==> src/rtl/core/pte_ram.sv <==
// ============================================================================
// pte_ram
// Generic single-write, single-read synchronous RAM; read data registered
// and held while no read is issued.
// ============================================================================
module pte_ram #(
    parameter int WIDTH = 8,
    parameter int DEPTH = 16
) (
    input  logic                     clk,
    input  logic                     we,
    input  logic [$clog2(DEPTH)-1:0] waddr,
    input  logic [WIDTH-1:0]         wdata,
    input  logic                     re,
    input  logic [$clog2(DEPTH)-1:0] raddr,
    output logic [WIDTH-1:0]         rdata
);

    logic [WIDTH-1:0] mem [DEPTH];
    logic [WIDTH-1:0] rdata_reg;

    always_ff @(posedge clk)
    begin
        if (we)
        begin
            mem[waddr] <= wdata;
        end
        if (re)
        begin
            rdata_reg <= mem[raddr];
        end
    end

    assign rdata = rdata_reg;

endmodule

==> config.mk <==
export PLATFORM = sky130hd
export DESIGN_NAME = pte_ram
export DESIGN_NICKNAME = d
export VERILOG_FILES = /design/src/rtl/core/pte_ram.sv
export SDC_FILE = /design/constraint.sdc
export NUM_CORES = 1
export LEC_CHECK = 0
export ABC_AREA = 0
export BUFFER_PORTS_ARGS = -buffer_cell sky130_fd_sc_hd__buf_2
export CORE_MARGIN = 2
export CORE_UTILIZATION = 35
export DETAILED_ROUTE_END_ITERATION = 8
export PLACE_DENSITY = 0.59
export SYNTH_ARGS = -nofsm -noshare
export SYNTH_HDL_FRONTEND = slang
export SYNTH_SLANG_ARGS = --single-unit
==> constraint.sdc <==
create_clock -name clk -period 2.39 [get_ports clk]
set_clock_uncertainty 0.1 [all_clocks]
set_input_delay 0.1195 -clock clk [delete_from_list [all_inputs] [get_ports clk]]
set_output_delay 0.1195 -clock clk [all_outputs]
set_load 0.01 [all_outputs]
==> run metrics <==
outcome=finished clean; crit share post-route=69.9%; post-synthesis cell count=229; DRC=0; FP Rows=44; Die Area=15900 um^2; Vias=2483; Max Cap Violations=0; crit path launch=mem[10][1]; Slew @ Worst Pin=0.758 ns; Met1 Wirelength=5.11 mm; Die Ht=126 um; FF-to-FF Start=mem[10][1]; GPL Wtd Cong=0.756; critical setup path kind=flip-flop to flip-flop; gr usage total=14.3%; CP max stage delay=0.54 ns; #FFs+latches synth=136; Worst setup EP type=flip-flop; most frequent cells in the layout=edfxtp_1 (136), buf_2 (26), mux4_2 (18); crit path time final=1.67 ns; Resized cells post-CTS=0; core box area=14600 um^2; Skew-Pair Late Insertion Delay=0.41 ns; static leakage=0.00208 uW; post-synthesis sequential area ratio=78.1%; maximum clock path buffer count=2; clock sink total=136; largest net degree at the start of global routing=33; vias in the first global route=2473; setup TNS=0 ns; # port buffers=26; met3 wire length=593 um; share of cells above drive strength 1=29.4%; final hold vios=0; initial antenna violation count=0; WHS=0.0142 ns; GRT Residual Overflow=0; R2R setup slack=0.72 ns; root buffer cell=clkbuf_16; Slew Limit Fails=0; Met2 Routed Length=4.88 mm; global-route wire length before repair=16.0 mm; crit path cell chain=mux4_1 > a22oi_1 > nand2_1; Initial Utilization=35.8%; RSZ-0062 raised after global routing=no; worst path required time=2.43 ns; Crit path arrival time=1.71 ns; Worst R2R End=rdata[1]; Final Instance Count excl. Fillers=483; nets@finish=305; TritonCTS buffer count=17; power density over the cells=846 nW/um^2; CTS tree=built; area grow syn2layout=19.0%; Max Freq=599 MHz; vias per cell=5.14; Startpoint Class=flip-flop; worst vdd ir=0.000506 V; Critical-path top delay cell=mux4_1; routed len/inst=22.1 um; R2R cell count=3; relative slew slack=49.4%; initial DRC count=185; die span in x=126 um; Mapped Area=5230 um^2; Crit Path Max Fanout=1; 1st-pass router iterations=4; HPWL Detailed=6.61 mm; Routed Wire Length=10.7 mm; synth unique cells=18; Antenna Violating Nets Remaining=0; Syn. warnings=0; CP endpoint=rdata[1]; Ports=27; clock-pin slew on the worst setup and hold paths=0.05 ns; final setup margin=0.721 ns; leading cell type in the layout, fill and taps excluded=edfxtp_1; top layer in use=met4; Mean Syn Cell Area=22.8 um^2; Hold Crit Class=input pin to flip-flop; pre-CTS setup slack=0.436 ns; H-tree depth=4; # setup viols final=0; ANT cells=0; Mapped Nets=248; placed insts=448; flip-flop count of the largest register after layout=128
==> cells by family (layout without fill, tap and decap cells) <==
logic type	count (synthesis)	count (layout)	synth area share, %
mux	32	32	14.8
buf+inv	10	80	1.65
compound gates	16	16	2.30
flops	136	136	78.1
simple gates	35	35	3.14
==> stage by stage <==
stage | power [uW] | utilization (%) | instance area (um^2)
3_3_place_gp | 3010 | 38.9 | 5670
4_1_cts | 5320 | 42.6 | 6220
2_1_floorplan | 2890 | - | 5230
5_1_grt | 5430 | 42.6 | 6220
6_report | 5260 | 42.6 | 6220
3_5_place_dp | 3020 | 38.9 | 5670
==> Yosys cell counts, drive strengths merged <==
cell type | n | area (um^2)
mux4 | 32 | 773
nor2 | 13 | 48.8
clkdlybuf4s25 | 3 | 30.0
nand3 | 1 | 5.00
buf | 7 | 56.3
nand3b | 2 | 15.0
edfxtp | 136 | 4080
nand2b | 2 | 12.5
nor2b | 1 | 6.26
or3b | 1 | 8.76
and2 | 1 | 6.26
and2b | 1 | 7.51
nand2 | 9 | 33.8
a22oi | 16 | 120
nor3 | 4 | 20.0
==> layout make-up <==
cell class / instances / area (um^2)
clock inverter: 13 / 87.6
sequential: 136 / 4080
clock buffer: 19 / 433
multi-input combinational: 83 / 1060
timing repair buffer: 48 / 328
tap: 184 / 230
fill: 1247 / 8370
==> report_power, final <==
group | switching (uW) | internal [uW] | total (uW) | leakage [uW]
sequential | 12.9 | 2690 | 2700 | 0.00124
clock | 903 | 1400 | 2300 | 0.000251
combinational | 154 | 109 | 263 | 0.000596
total | 1070 | 4190 | 5260 | 0.00208
==> how the worst min path moves through the flow <==
stage | slack (ns) | depth (start not counted) | from | end
2_1_floorplan | 0.12 | 0 | wdata[0] | mem[0][0]
3_3_place_gp | 0.40 | 1 | re | rdata[1]
3_5_place_dp | 0.40 | 1 | re | rdata[1]
4_1_cts | 0.002 | 1 | wdata[2] | mem[2][2]
5_1_grt | 0.02 | 1 | wdata[7] | mem[10][7]
6_report | 0.01 | 1 | wdata[0] | mem[14][0]
==> layer usage <==
metal / vias up / track usage, %
li1: 1097 / -
met1: 1306 / 20.6
met2: 70 / 20.6
met3: 10 / 4.50
met4: 0 / 4.85
met5: - / 0
==> worst max-delay path, delay by kind of cell, from the launching register on <==
| kind | cells | cell delay (ns) |
|---|---|---|
| AO/OA/AOI/OAI | 1 | 0.27 |
| flip-flops | 1 | 0.36 |
| multiplexers | 1 | 0.54 |
| AND/OR/NAND/NOR | 1 | 0.12 |
==> timing repair <==
item / in CTS / in global routing
hold endpoints to repair: 40 / 0
buffers inserted: 0 / 0
hold buffers: 3 / 0
No activity file was read; power rests on OpenSTA's default activity.
