**src/rtl/core/pte_pkg.sv**
```systemverilog
// ============================================================================
// pte_pkg
// Shared types and constants of the prefix trie engine: field widths,
// operation codes, parameter defaults and the clearing-pass control group.
// ============================================================================
package pte_pkg;

    localparam int NODE_COUNT_DEF    = 1024;
    localparam int ALPHABET_SIZE_DEF = 26;

    localparam int CMD_W    = 2;
    localparam int LETTER_W = 5;

    localparam logic [CMD_W-1:0] CMD_INSERT = 2'd0;
    localparam logic [CMD_W-1:0] CMD_SEARCH = 2'd1;
    localparam logic [CMD_W-1:0] CMD_PREFIX = 2'd2;

    // control group from the clearing sweep
    typedef struct packed {
        logic busy;
        logic mark_we;
    } clr_ctl_t;

endpackage

```
**src/rtl/core/pte_clear.sv**
```systemverilog
// ============================================================================
// pte_clear
// Post-reset sweep: walk every child-table entry once, zeroing it, and zero
// the end marks along the way.
// ============================================================================
module pte_clear #(
    parameter int NODE_COUNT    = pte_pkg::NODE_COUNT_DEF,
    parameter int ALPHABET_SIZE = pte_pkg::ALPHABET_SIZE_DEF
) (
    input  logic                                        clk,
    input  logic                                        rst_n,
    output pte_pkg::clr_ctl_t                           ctl,
    output logic [$clog2(NODE_COUNT*ALPHABET_SIZE)-1:0] child_addr,
    output logic [$clog2(NODE_COUNT)-1:0]               mark_addr
);

    localparam int TOTAL = NODE_COUNT * ALPHABET_SIZE;
    localparam int AW    = $clog2(TOTAL);
    localparam int NW    = $clog2(NODE_COUNT);

    logic [AW-1:0] count_reg;
    logic [AW-1:0] count_next;
    logic          busy_reg;
    logic          busy_next;

    always_comb
    begin
        count_next = count_reg;
        busy_next  = busy_reg;
        if (busy_reg)
        begin
            if (count_reg == AW'(TOTAL - 1))
            begin
                busy_next = 1'b0;
            end
            else
            begin
                count_next = count_reg + AW'(1);
            end
        end
    end

    always_ff @(posedge clk or negedge rst_n)
    begin
        if (!rst_n)
        begin
            count_reg <= '0;
            busy_reg  <= 1'b1;
        end
        else
        begin
            count_reg <= count_next;
            busy_reg  <= busy_next;
        end
    end

    assign ctl.busy    = busy_reg;
    assign ctl.mark_we = busy_reg && (count_reg < AW'(NODE_COUNT));
    assign child_addr  = count_reg;
    assign mark_addr   = count_reg[NW-1:0];

endmodule

```
**config.mk**
```make
export PLATFORM = sky130hd
export DESIGN_NAME = pte_clear
export DESIGN_NICKNAME = d
export VERILOG_FILES = /design/src/rtl/core/pte_pkg.sv /design/src/rtl/core/pte_clear.sv
export SDC_FILE = /design/constraint.sdc
export NUM_CORES = 1
export LEC_CHECK = 0
export CAP_MARGIN = 20
export CORE_UTILIZATION = 45
export DETAILED_ROUTE_END_ITERATION = 10
export DONT_BUFFER_PORTS = 1
export SETUP_SLACK_MARGIN = 0.4
export SYNTH_ARGS = -nofsm -noshare
export SYNTH_HDL_FRONTEND = slang
export SYNTH_SLANG_ARGS = --single-unit
```
**constraint.sdc**
```tcl
create_clock -name clk -period 1.75 [get_ports clk]
set_input_delay 0.2625 -clock clk [delete_from_list [all_inputs] [get_ports clk]]
set_output_delay 0.2625 -clock clk [all_outputs]
set_load 0.02 [all_outputs]
```
==> results of run 1 <==
power by group:
group          switching, mW  internal (mW)
clock                  0.129         0.0888
combinational        0.00748        0.00150
sequential                 0          0.370
total                  0.136          0.460
worst max-delay path: cells and delay by family, from the launching register on:
kind / cells / cell delay [ps]
flip-flops: 1 / 620
AND/OR/NAND/NOR: 2 / 720
final cells by class:
type	instances	area share [%]
Clock buffer	4	2.11
Inverter	2	1.20
Tap cell	25	2.51
Multi-Input combinational cell	48	40.8
Sequential cell	16	32.7
Timing Repair Buffer	29	20.7
metrics by stage:
step	utilization (%)	setup slack (ps)	TNS, ps	cell area (µm²)
detailed placement	54.3	40.9	0	947
CTS	67.5	-156	-156	1180
finish	71.4	-153	-246	1250
global placement	54.3	68.2	0	947
floorplan	-	-108	-952	863
global route	71.4	-191	-821	1250
layout by cell type (no fill, tap or decap), drive strengths merged:
cell type    Yosys  layout
and3             1       1
and4             1       1
buf             11      28
clkbuf           0       4
dfrtp           15      15
dfstp            1       1
dlygate4sd3      0       1
ha               1       1
inv              2       2
nand2            9       9
nand3            3       3
nand4            6       6
nor2             3       3
nor3             3       3
nor4             2       2
o2111ai          1       1
o41ai            1       1
or3b             1       1
or4              1       1
or4b             1       1
xnor2            8       8
xor2             6       6
layer usage:
metal / share of wire [%] / GRT usage [%] / vias up
met5: 0 / 0 / -
met3: 4.1 / 3.60 / 5
li1: - / - / 302
met2: 50 / 39.7 / 20
met1: 43 / 26.8 / 336
met4: 2.0 / 10.9 / 0
timing repair:
item	CTS	global route
endpoints found under the setup margin	17	20
setup buffers	8	2
endpoints found under the hold margin	16	0
pin swaps	16	11
resized for setup	28	11
hold buffers	1	0
cells by family (layout without fill, tap and decap cells):
| family | count (synthesis) | count (layout) | share of synthesized area (%) |
|---|---|---|---|
| buffers and inverters | 13 | 35 | 10.9 |
| adder cells (fa/ha/maj) | 1 | 1 | 1.48 |
| XOR/XNOR | 14 | 14 | 14.5 |
| AND/OR/NAND/NOR | 31 | 31 | 21.3 |
| AO/OA/AOI/OAI | 2 | 2 | 4.29 |
| flip-flops | 16 | 16 | 47.5 |
path summary, 6_finish.rpt:
path | from | end | slack, ps
max | busy_reg | ctl[0] | -150
min | rst_n | child_addr[3] | 480
max reg2reg | child_addr[11] | child_addr[4] | -50
min reg2reg | child_addr[13] | child_addr[13] | 550
max in group asynchronous | rst_n | child_addr[0] | 730
min in group clk | child_addr[13] | child_addr[13] | 550
==> results.txt, run 1 <==
----------------------------------------------------
[Status]
  Status ... complete, but fails checks
  Violated checks ... negative setup slack

[Clocking]
  Maximum buffer depth of the clock tree ... 2
  Clock latency at the later pin of the worst-skew pair ... 300 ps
  CTS Sinks ... 16
  Clock tree from TritonCTS ... yes
  Number of CTS-inserted buffers ... 3
  CTS H-Tree Depth ... 1
  Root cell of the clock tree ... sky130_fd_sc_hd__clkbuf_4
  Clock transition at the registers of the reported paths ... 100 ps

[GRT]
  Vias in the first global route ... 700
  All-Layer GR Usage ... 22.7%
  Largest net degree at the start of global routing ... 17
  Wire length of the first global-routing pass ... 3.22 mm
  Congestion Overflow GR ... 0
  Antenna violations before repair ... 0

[Timing]
  Worst slew margin relative to its limit ... 47.8%
  Worst Tran Pin Value ... 781 ps
  Fraction of the cycle the final worst path needs ... 109%
  Final count of hold timing violations ... 0
  Setup Skew ... 3.69 ps
  Shortest clock period the worst path allows after layout ... 1900 ps
  Setup Viol. Count Final ... 6
  Setup ws final ... -153 ps
  Worst Hold Slack ... 481 ps
  Fmax ... 0.525 GHz
  Final number of max-transition violations ... 0
  Setup repair after global routing missed its margin ... true

[Synth]
  Synth cell count leaders ... 15 x sky130_fd_sc_hd__dfrtp_1, 11 x sky130_fd_sc_hd__buf_4, 9 x sky130_fd_sc_hd__nand2_1, 8 x sky130_fd_sc_hd__xnor2_1
  Synth async-reset ratio ... 100%
  Most common cell in the synthesized netlist ... sky130_fd_sc_hd__dfrtp_1
  Synthesized instance count ... 77
  Cell type contributing the most total cell area after synthesis ... sky130_fd_sc_hd__dfrtp_1
  Warning count from the yosys run ... 0
  Leading cell types by total area after synthesis ... sky130_fd_sc_hd__dfrtp_1 44%, sky130_fd_sc_hd__buf_4 9.8%, sky130_fd_sc_hd__xnor2_1 8.3%
  Net count after synthesis ... 80
  Fraction of post-synthesis cell area in the top cell type by area ... 44.4%
  Register area share after synthesis ... 47.5%
  Top flip-flop cell by instance count after synthesis ... sky130_fd_sc_hd__dfrtp_1
  Cell variety after synth ... 22
  Number of register bits inferred by synthesis ... 16
  Netlist area before placement ... 846 µm²
  Average instance area after synthesis ... 11.0 µm²
  Count of flip-flops with a built-in enable after synthesis ... 0

[Routing]
  Routed wirelength normalized by instance count ... 16.3 µm
  Detailed-router iteration count before antenna repair ... 3
  Post-Route WL ... 2.02 mm
  Number of remaining DRC errors ... 0
  Via count normalized by instance count ... 5.35
  Number of routed nets with antenna violations ... 0
  Via total after detailed routing ... 663
  DR iter-0 viols ... 1

[Layout]
  Final-layout fill cell count ... 134
  Signed area change from the synthesized netlist to the final layout ... 47.3%
  Post-route insts no fill ... 124
  Share of layout cells above drive strength 1 ... 61.6%
  Post-layout net count ... 103
  Sequential cell area ... 408 µm²
  Largest register FFs ... 15
  Footprint of the multi-input gates ... 508 µm²
  Antenna diodes ... 0

[Power]
  Cell area power density ... 478 mW/mm²
  Power consumption ... 596 µW
  Leakage power ... 0.614 nW
  Worst voltage drop across the vdd grid ... 0.364 mV

[Setup path]
  Sort of element at the start of the critical path ... flop
  Endpoint arrival time on the critical path ... 1640 ps
  Element type at the critical path end ... output pin
  Slowest cell on the critical path ... sky130_fd_sc_hd__dfstp_2
  Peak fanout along the critical path ... 4
  Longest individual stage delay on the worst path ... 620 ps
  Ordered list of cells on the worst path ... or4b_4 -> nor3_4
  Reg2reg path depth ... 6
  CP required ... 1490 ps
  Type of the worst setup path ... reg2out

[Floorplan]
  Die outline height ... 45.4 µm
  Core outline area ... 0.00175 mm²
  Die area ... 0.00206 mm²
  Die boundary width ... 45.4 µm
  Ports placed on the boundary ... 29
  Starting Density ... 48.5%
  Site row count ... 15

[Place]
  Detailed Place HPWL ... 1.19 mm
  GP Congestion ... 0.753
  PortBufs ... 0
  Count of placed standard cells including taps ... 109

[Run]
  Max Cap Violations ... 0

[Worst hold path]
  Worst Hold Class ... in2async

----------------------------------------------------
No activity file was read; power rests on OpenSTA's default activity.
==> run 2, diff against run 1 <==
clock period = 1.94 ns   (was 1.75 ns; I/O delays follow)
==> run 2 against run 1 <==
Net effect:
- the flow now finishes without violations
- global-route usage is 2.7 points lower
- via count is 5.0% lower
- setup slack better by 170 ps
- die area stayed put
- cell count is 1.6% lower
- critical path type unchanged
- largest cell class unchanged
==> results.txt, run 2 (synthesis results as in run 1) <==
----------------------------------------------------
[Setup path]
  Element type at the critical path end ... output pin (unchanged)
  Endpoint arrival time on the critical path ... 1630 ps (was 1640 ps)
  Longest individual stage delay on the worst path ... 540 ps (was 620 ps)
  Reg2reg setup slack ... 90 ps (was -50 ps)
  Reg2reg path depth ... 8 (was 6)
  Startpoint of the most critical register-to-register path ... child_addr[11] (unchanged)
  CP required ... 1650 ps (was 1490 ps)
  Sort of element at the start of the critical path ... flop (unchanged)
  Peak fanout along the critical path ... 4 (unchanged)
  Ordered list of cells on the worst path ... buf_6 -> or4b_4 -> nor3_4 (was or4b_4 -> nor3_4)
  Worst r2r dst ... child_addr[7] (was child_addr[4])
  Slowest cell on the critical path ... sky130_fd_sc_hd__or4b_4 (was sky130_fd_sc_hd__dfstp_2)
  Type of the worst setup path ... reg2out (unchanged)

[Layout]
  Post-layout net count ... 101 (was 103)
  Most common cell after layout, fill and taps aside ... sky130_fd_sc_hd__buf_4 (unchanged)
  Final core utilization ... 69.9% (was 71.4%)
  Largest register FFs ... 15 (unchanged)
  Footprint of the multi-input gates ... 489 µm² (was 508 µm²)
  Final instance area ... 0.00122 mm² (was 0.00125 mm²)
  Post-route insts no fill ... 122 (was 124)
  Antenna diodes ... 0 (unchanged)
  Sequential cell area ... 409 µm² (was 408 µm²)
  Highest-count cells in the layout ignoring fill and taps ... 17 x sky130_fd_sc_hd__buf_4, 9 x sky130_fd_sc_hd__dfrtp_1, 9 x sky130_fd_sc_hd__buf_6 (was 18 x sky130_fd_sc_hd__buf_4, 10 x sky130_fd_sc_hd__dfrtp_1, 10 x sky130_fd_sc_hd__buf_6)
  Share of layout cells above drive strength 1 ... 61.9% (was 61.6%)
  Signed area change from the synthesized netlist to the final layout ... 44.2% (was 47.3%)
  Final-layout fill cell count ... 134 (unchanged)

[Timing]
  Worst Tran Pin Value ... 749 ps (was 781 ps)
  Shortest clock period the worst path allows after layout ... 1920 ps
  Setup ws final ... 17.5 ps (was -153 ps)
  Final count of hold timing violations ... 0 (unchanged)
  Setup repair after global routing missed its margin ... true (unchanged)
  Final number of max-transition violations ... 0 (unchanged)
  Setup Viol. Count Final ... 0 (was 6)
  Worst slew margin relative to its limit ... 49.9% (was 47.8%)
  Setup Skew ... 1.27 ps (was 3.69 ps)
  Total negative slack ... 0 ps (was -246 ps)
  Fmax ... 0.520 GHz
  Fraction of the cycle the final worst path needs ... 99.1%

[Place]
  PortBufs ... 0 (unchanged)
  GP Congestion ... 0.769 (was 0.753)
  Detailed Place HPWL ... 1.21 mm (was 1.19 mm)
  Placed Instance Area ... 940 µm² (was 947 µm²)
  Count of placed standard cells including taps ... 108 (was 109)
  Post-Place Worst Slack ... 228 ps (was 40.9 ps)

[Power]
  Worst voltage drop across the vdd grid ... 0.284 mV (was 0.364 mV)
  Combinational share of power ... 1.4% (was 1.5%)
  Sw frac ... 20.1% (was 22.8%)
  Cell area power density ... 460 mW/mm² (was 478 mW/mm²)
  Clock network fraction of design power ... 39.2% (was 36.5%)
  Int Power ... 449 µW (was 460 µW)
  Leakage power ... 0.626 nW (was 0.614 nW)
  Switch Pwr ... 113 µW (was 136 µW)
  Power share of the sequential group ... 59.4% (was 62.0%)

[Routing]
  Detailed-router iteration count before antenna repair ... 2 (was 3)
  DR iter-0 viols ... 3 (was 1)
  Post-Route WL ... 1.89 mm (was 2.02 mm)
  Number of routed nets with antenna violations ... 0 (unchanged)
  Via count normalized by instance count ... 5.16 (was 5.35)
  Number of remaining DRC errors ... 0 (unchanged)
  Via total after detailed routing ... 630 (was 663)
  Routed wirelength normalized by instance count ... 15.5 µm (was 16.3 µm)

[GRT]
  Antenna violations before repair ... 0 (unchanged)
  Wire length of the first global-routing pass ... 2.93 mm (was 3.22 mm)
  Vias in the first global route ... 686 (was 700)
  Congestion Overflow GR ... 0 (unchanged)
  Largest net degree at the start of global routing ... 17 (unchanged)
  All-Layer GR Usage ... 20.0% (was 22.7%)

[Run]
  Max Cap Violations ... 0 (unchanged)

[Clocking]
  Clock latency at the later pin of the worst-skew pair ... 280 ps (was 300 ps)
  Clock transition at the registers of the reported paths ... 100 ps (about the same)
  Number of CTS-inserted buffers ... 3 (unchanged)
  Maximum buffer depth of the clock tree ... 2 (unchanged)
  CTS Sinks ... 16 (unchanged)
  Root cell of the clock tree ... sky130_fd_sc_hd__clkbuf_4 (unchanged)
  Clock tree from TritonCTS ... yes (unchanged)
  CTS H-Tree Depth ... 1 (unchanged)

[Worst hold path]
  Worst Hold Class ... in2async (unchanged)

[Floorplan]
  Core outline area ... 0.00175 mm² (unchanged)
  Die boundary width ... 45.4 µm (unchanged)
  Die area ... 0.00206 mm² (unchanged)
  Site row count ... 15 (unchanged)
  Starting Density ... 48.5% (unchanged)
  Die outline height ... 45.4 µm (unchanged)
  Ports placed on the boundary ... 29 (unchanged)

[Status]
  Status ... finished clean (was complete, but fails checks)

----------------------------------------------------
[run 2: cell count changes in the layout (fill, tap and decap cells not counted), sizes merged]
cell	previous run	this run
buf	28	26
[run 2: critical path: cells and delay by family (launching register included)]
family	cells	cell delay, ps
buf+inv	1	140
simple gates	2	770
flops	1	430
[run 2: how the worst max path moves through the flow]
| stage | startpoint | endpoint | cells past startpoint |
|---|---|---|---|
| after floorplan | child_addr[11] | child_addr[12] | 4 |
| after global placement | child_addr[11] | child_addr[7] | 6 |
| after detailed placement | child_addr[11] | child_addr[3] | 6 |
| after CTS | child_addr[11] | ctl[0] | 3 |
| after global routing | child_addr[12] | ctl[0] | 3 |
| final | child_addr[12] | ctl[0] | 3 |
[run 2: area by class of cell]
| class | count | area share [%] |
|---|---|---|
| tap | 25 | 2.56 |
| inverter | 2 | 1.23 |
| clock buffer | 4 | 2.97 |
| sequential | 16 | 33.5 |
| timing repair buffer | 27 | 19.6 |
| multi-input combinational | 48 | 40.1 |
[run 2: routing by layer]
metal  up-vias  global-route usage, %  share of wire (%)
met5         -                      0                  0
met4         0                   4.24               0.26
met3         2                   4.00                5.3
met2        24                   35.7                 52
met1       305                   24.9                 42
li1        299                      -                  -
[run 2: what timing repair did]
action                                  in CTS  in global routing
endpoints found under the hold margin       16                  0
gates resized for setup                     27                  8
pin swaps                                   12                 10
endpoints found under the setup margin      15                 17
setup buffers                                8                  1
hold buffers                                 1                  0
cloned                                       0                  0
[run 2: power groups by stage]
| stage | Combinational, mW | Sequential (mW) | Clock, mW |
|---|---|---|---|
| 2_1_floorplan | 0.000000188 | 0.340 | 0 |
| 3_3_place_gp | 0.000000218 | 0.340 | 0 |
| 3_5_place_dp | 0.000000218 | 0.340 | 0 |
| 4_1_cts | 0.00817 | 0.333 | 0.223 |
| 5_1_grt | 0.00897 | 0.333 | 0.242 |
| 6_report | 0.00783 | 0.333 | 0.220 |
[run 2: metrics by stage]
stage | total power [mW] | hold WS [ps]
floorplan | 0.340 | -4.59
global placement | 0.340 | -4.24
detailed placement | 0.340 | -4.25
CTS | 0.564 | 522
global route | 0.585 | 541
finish | 0.561 | 511
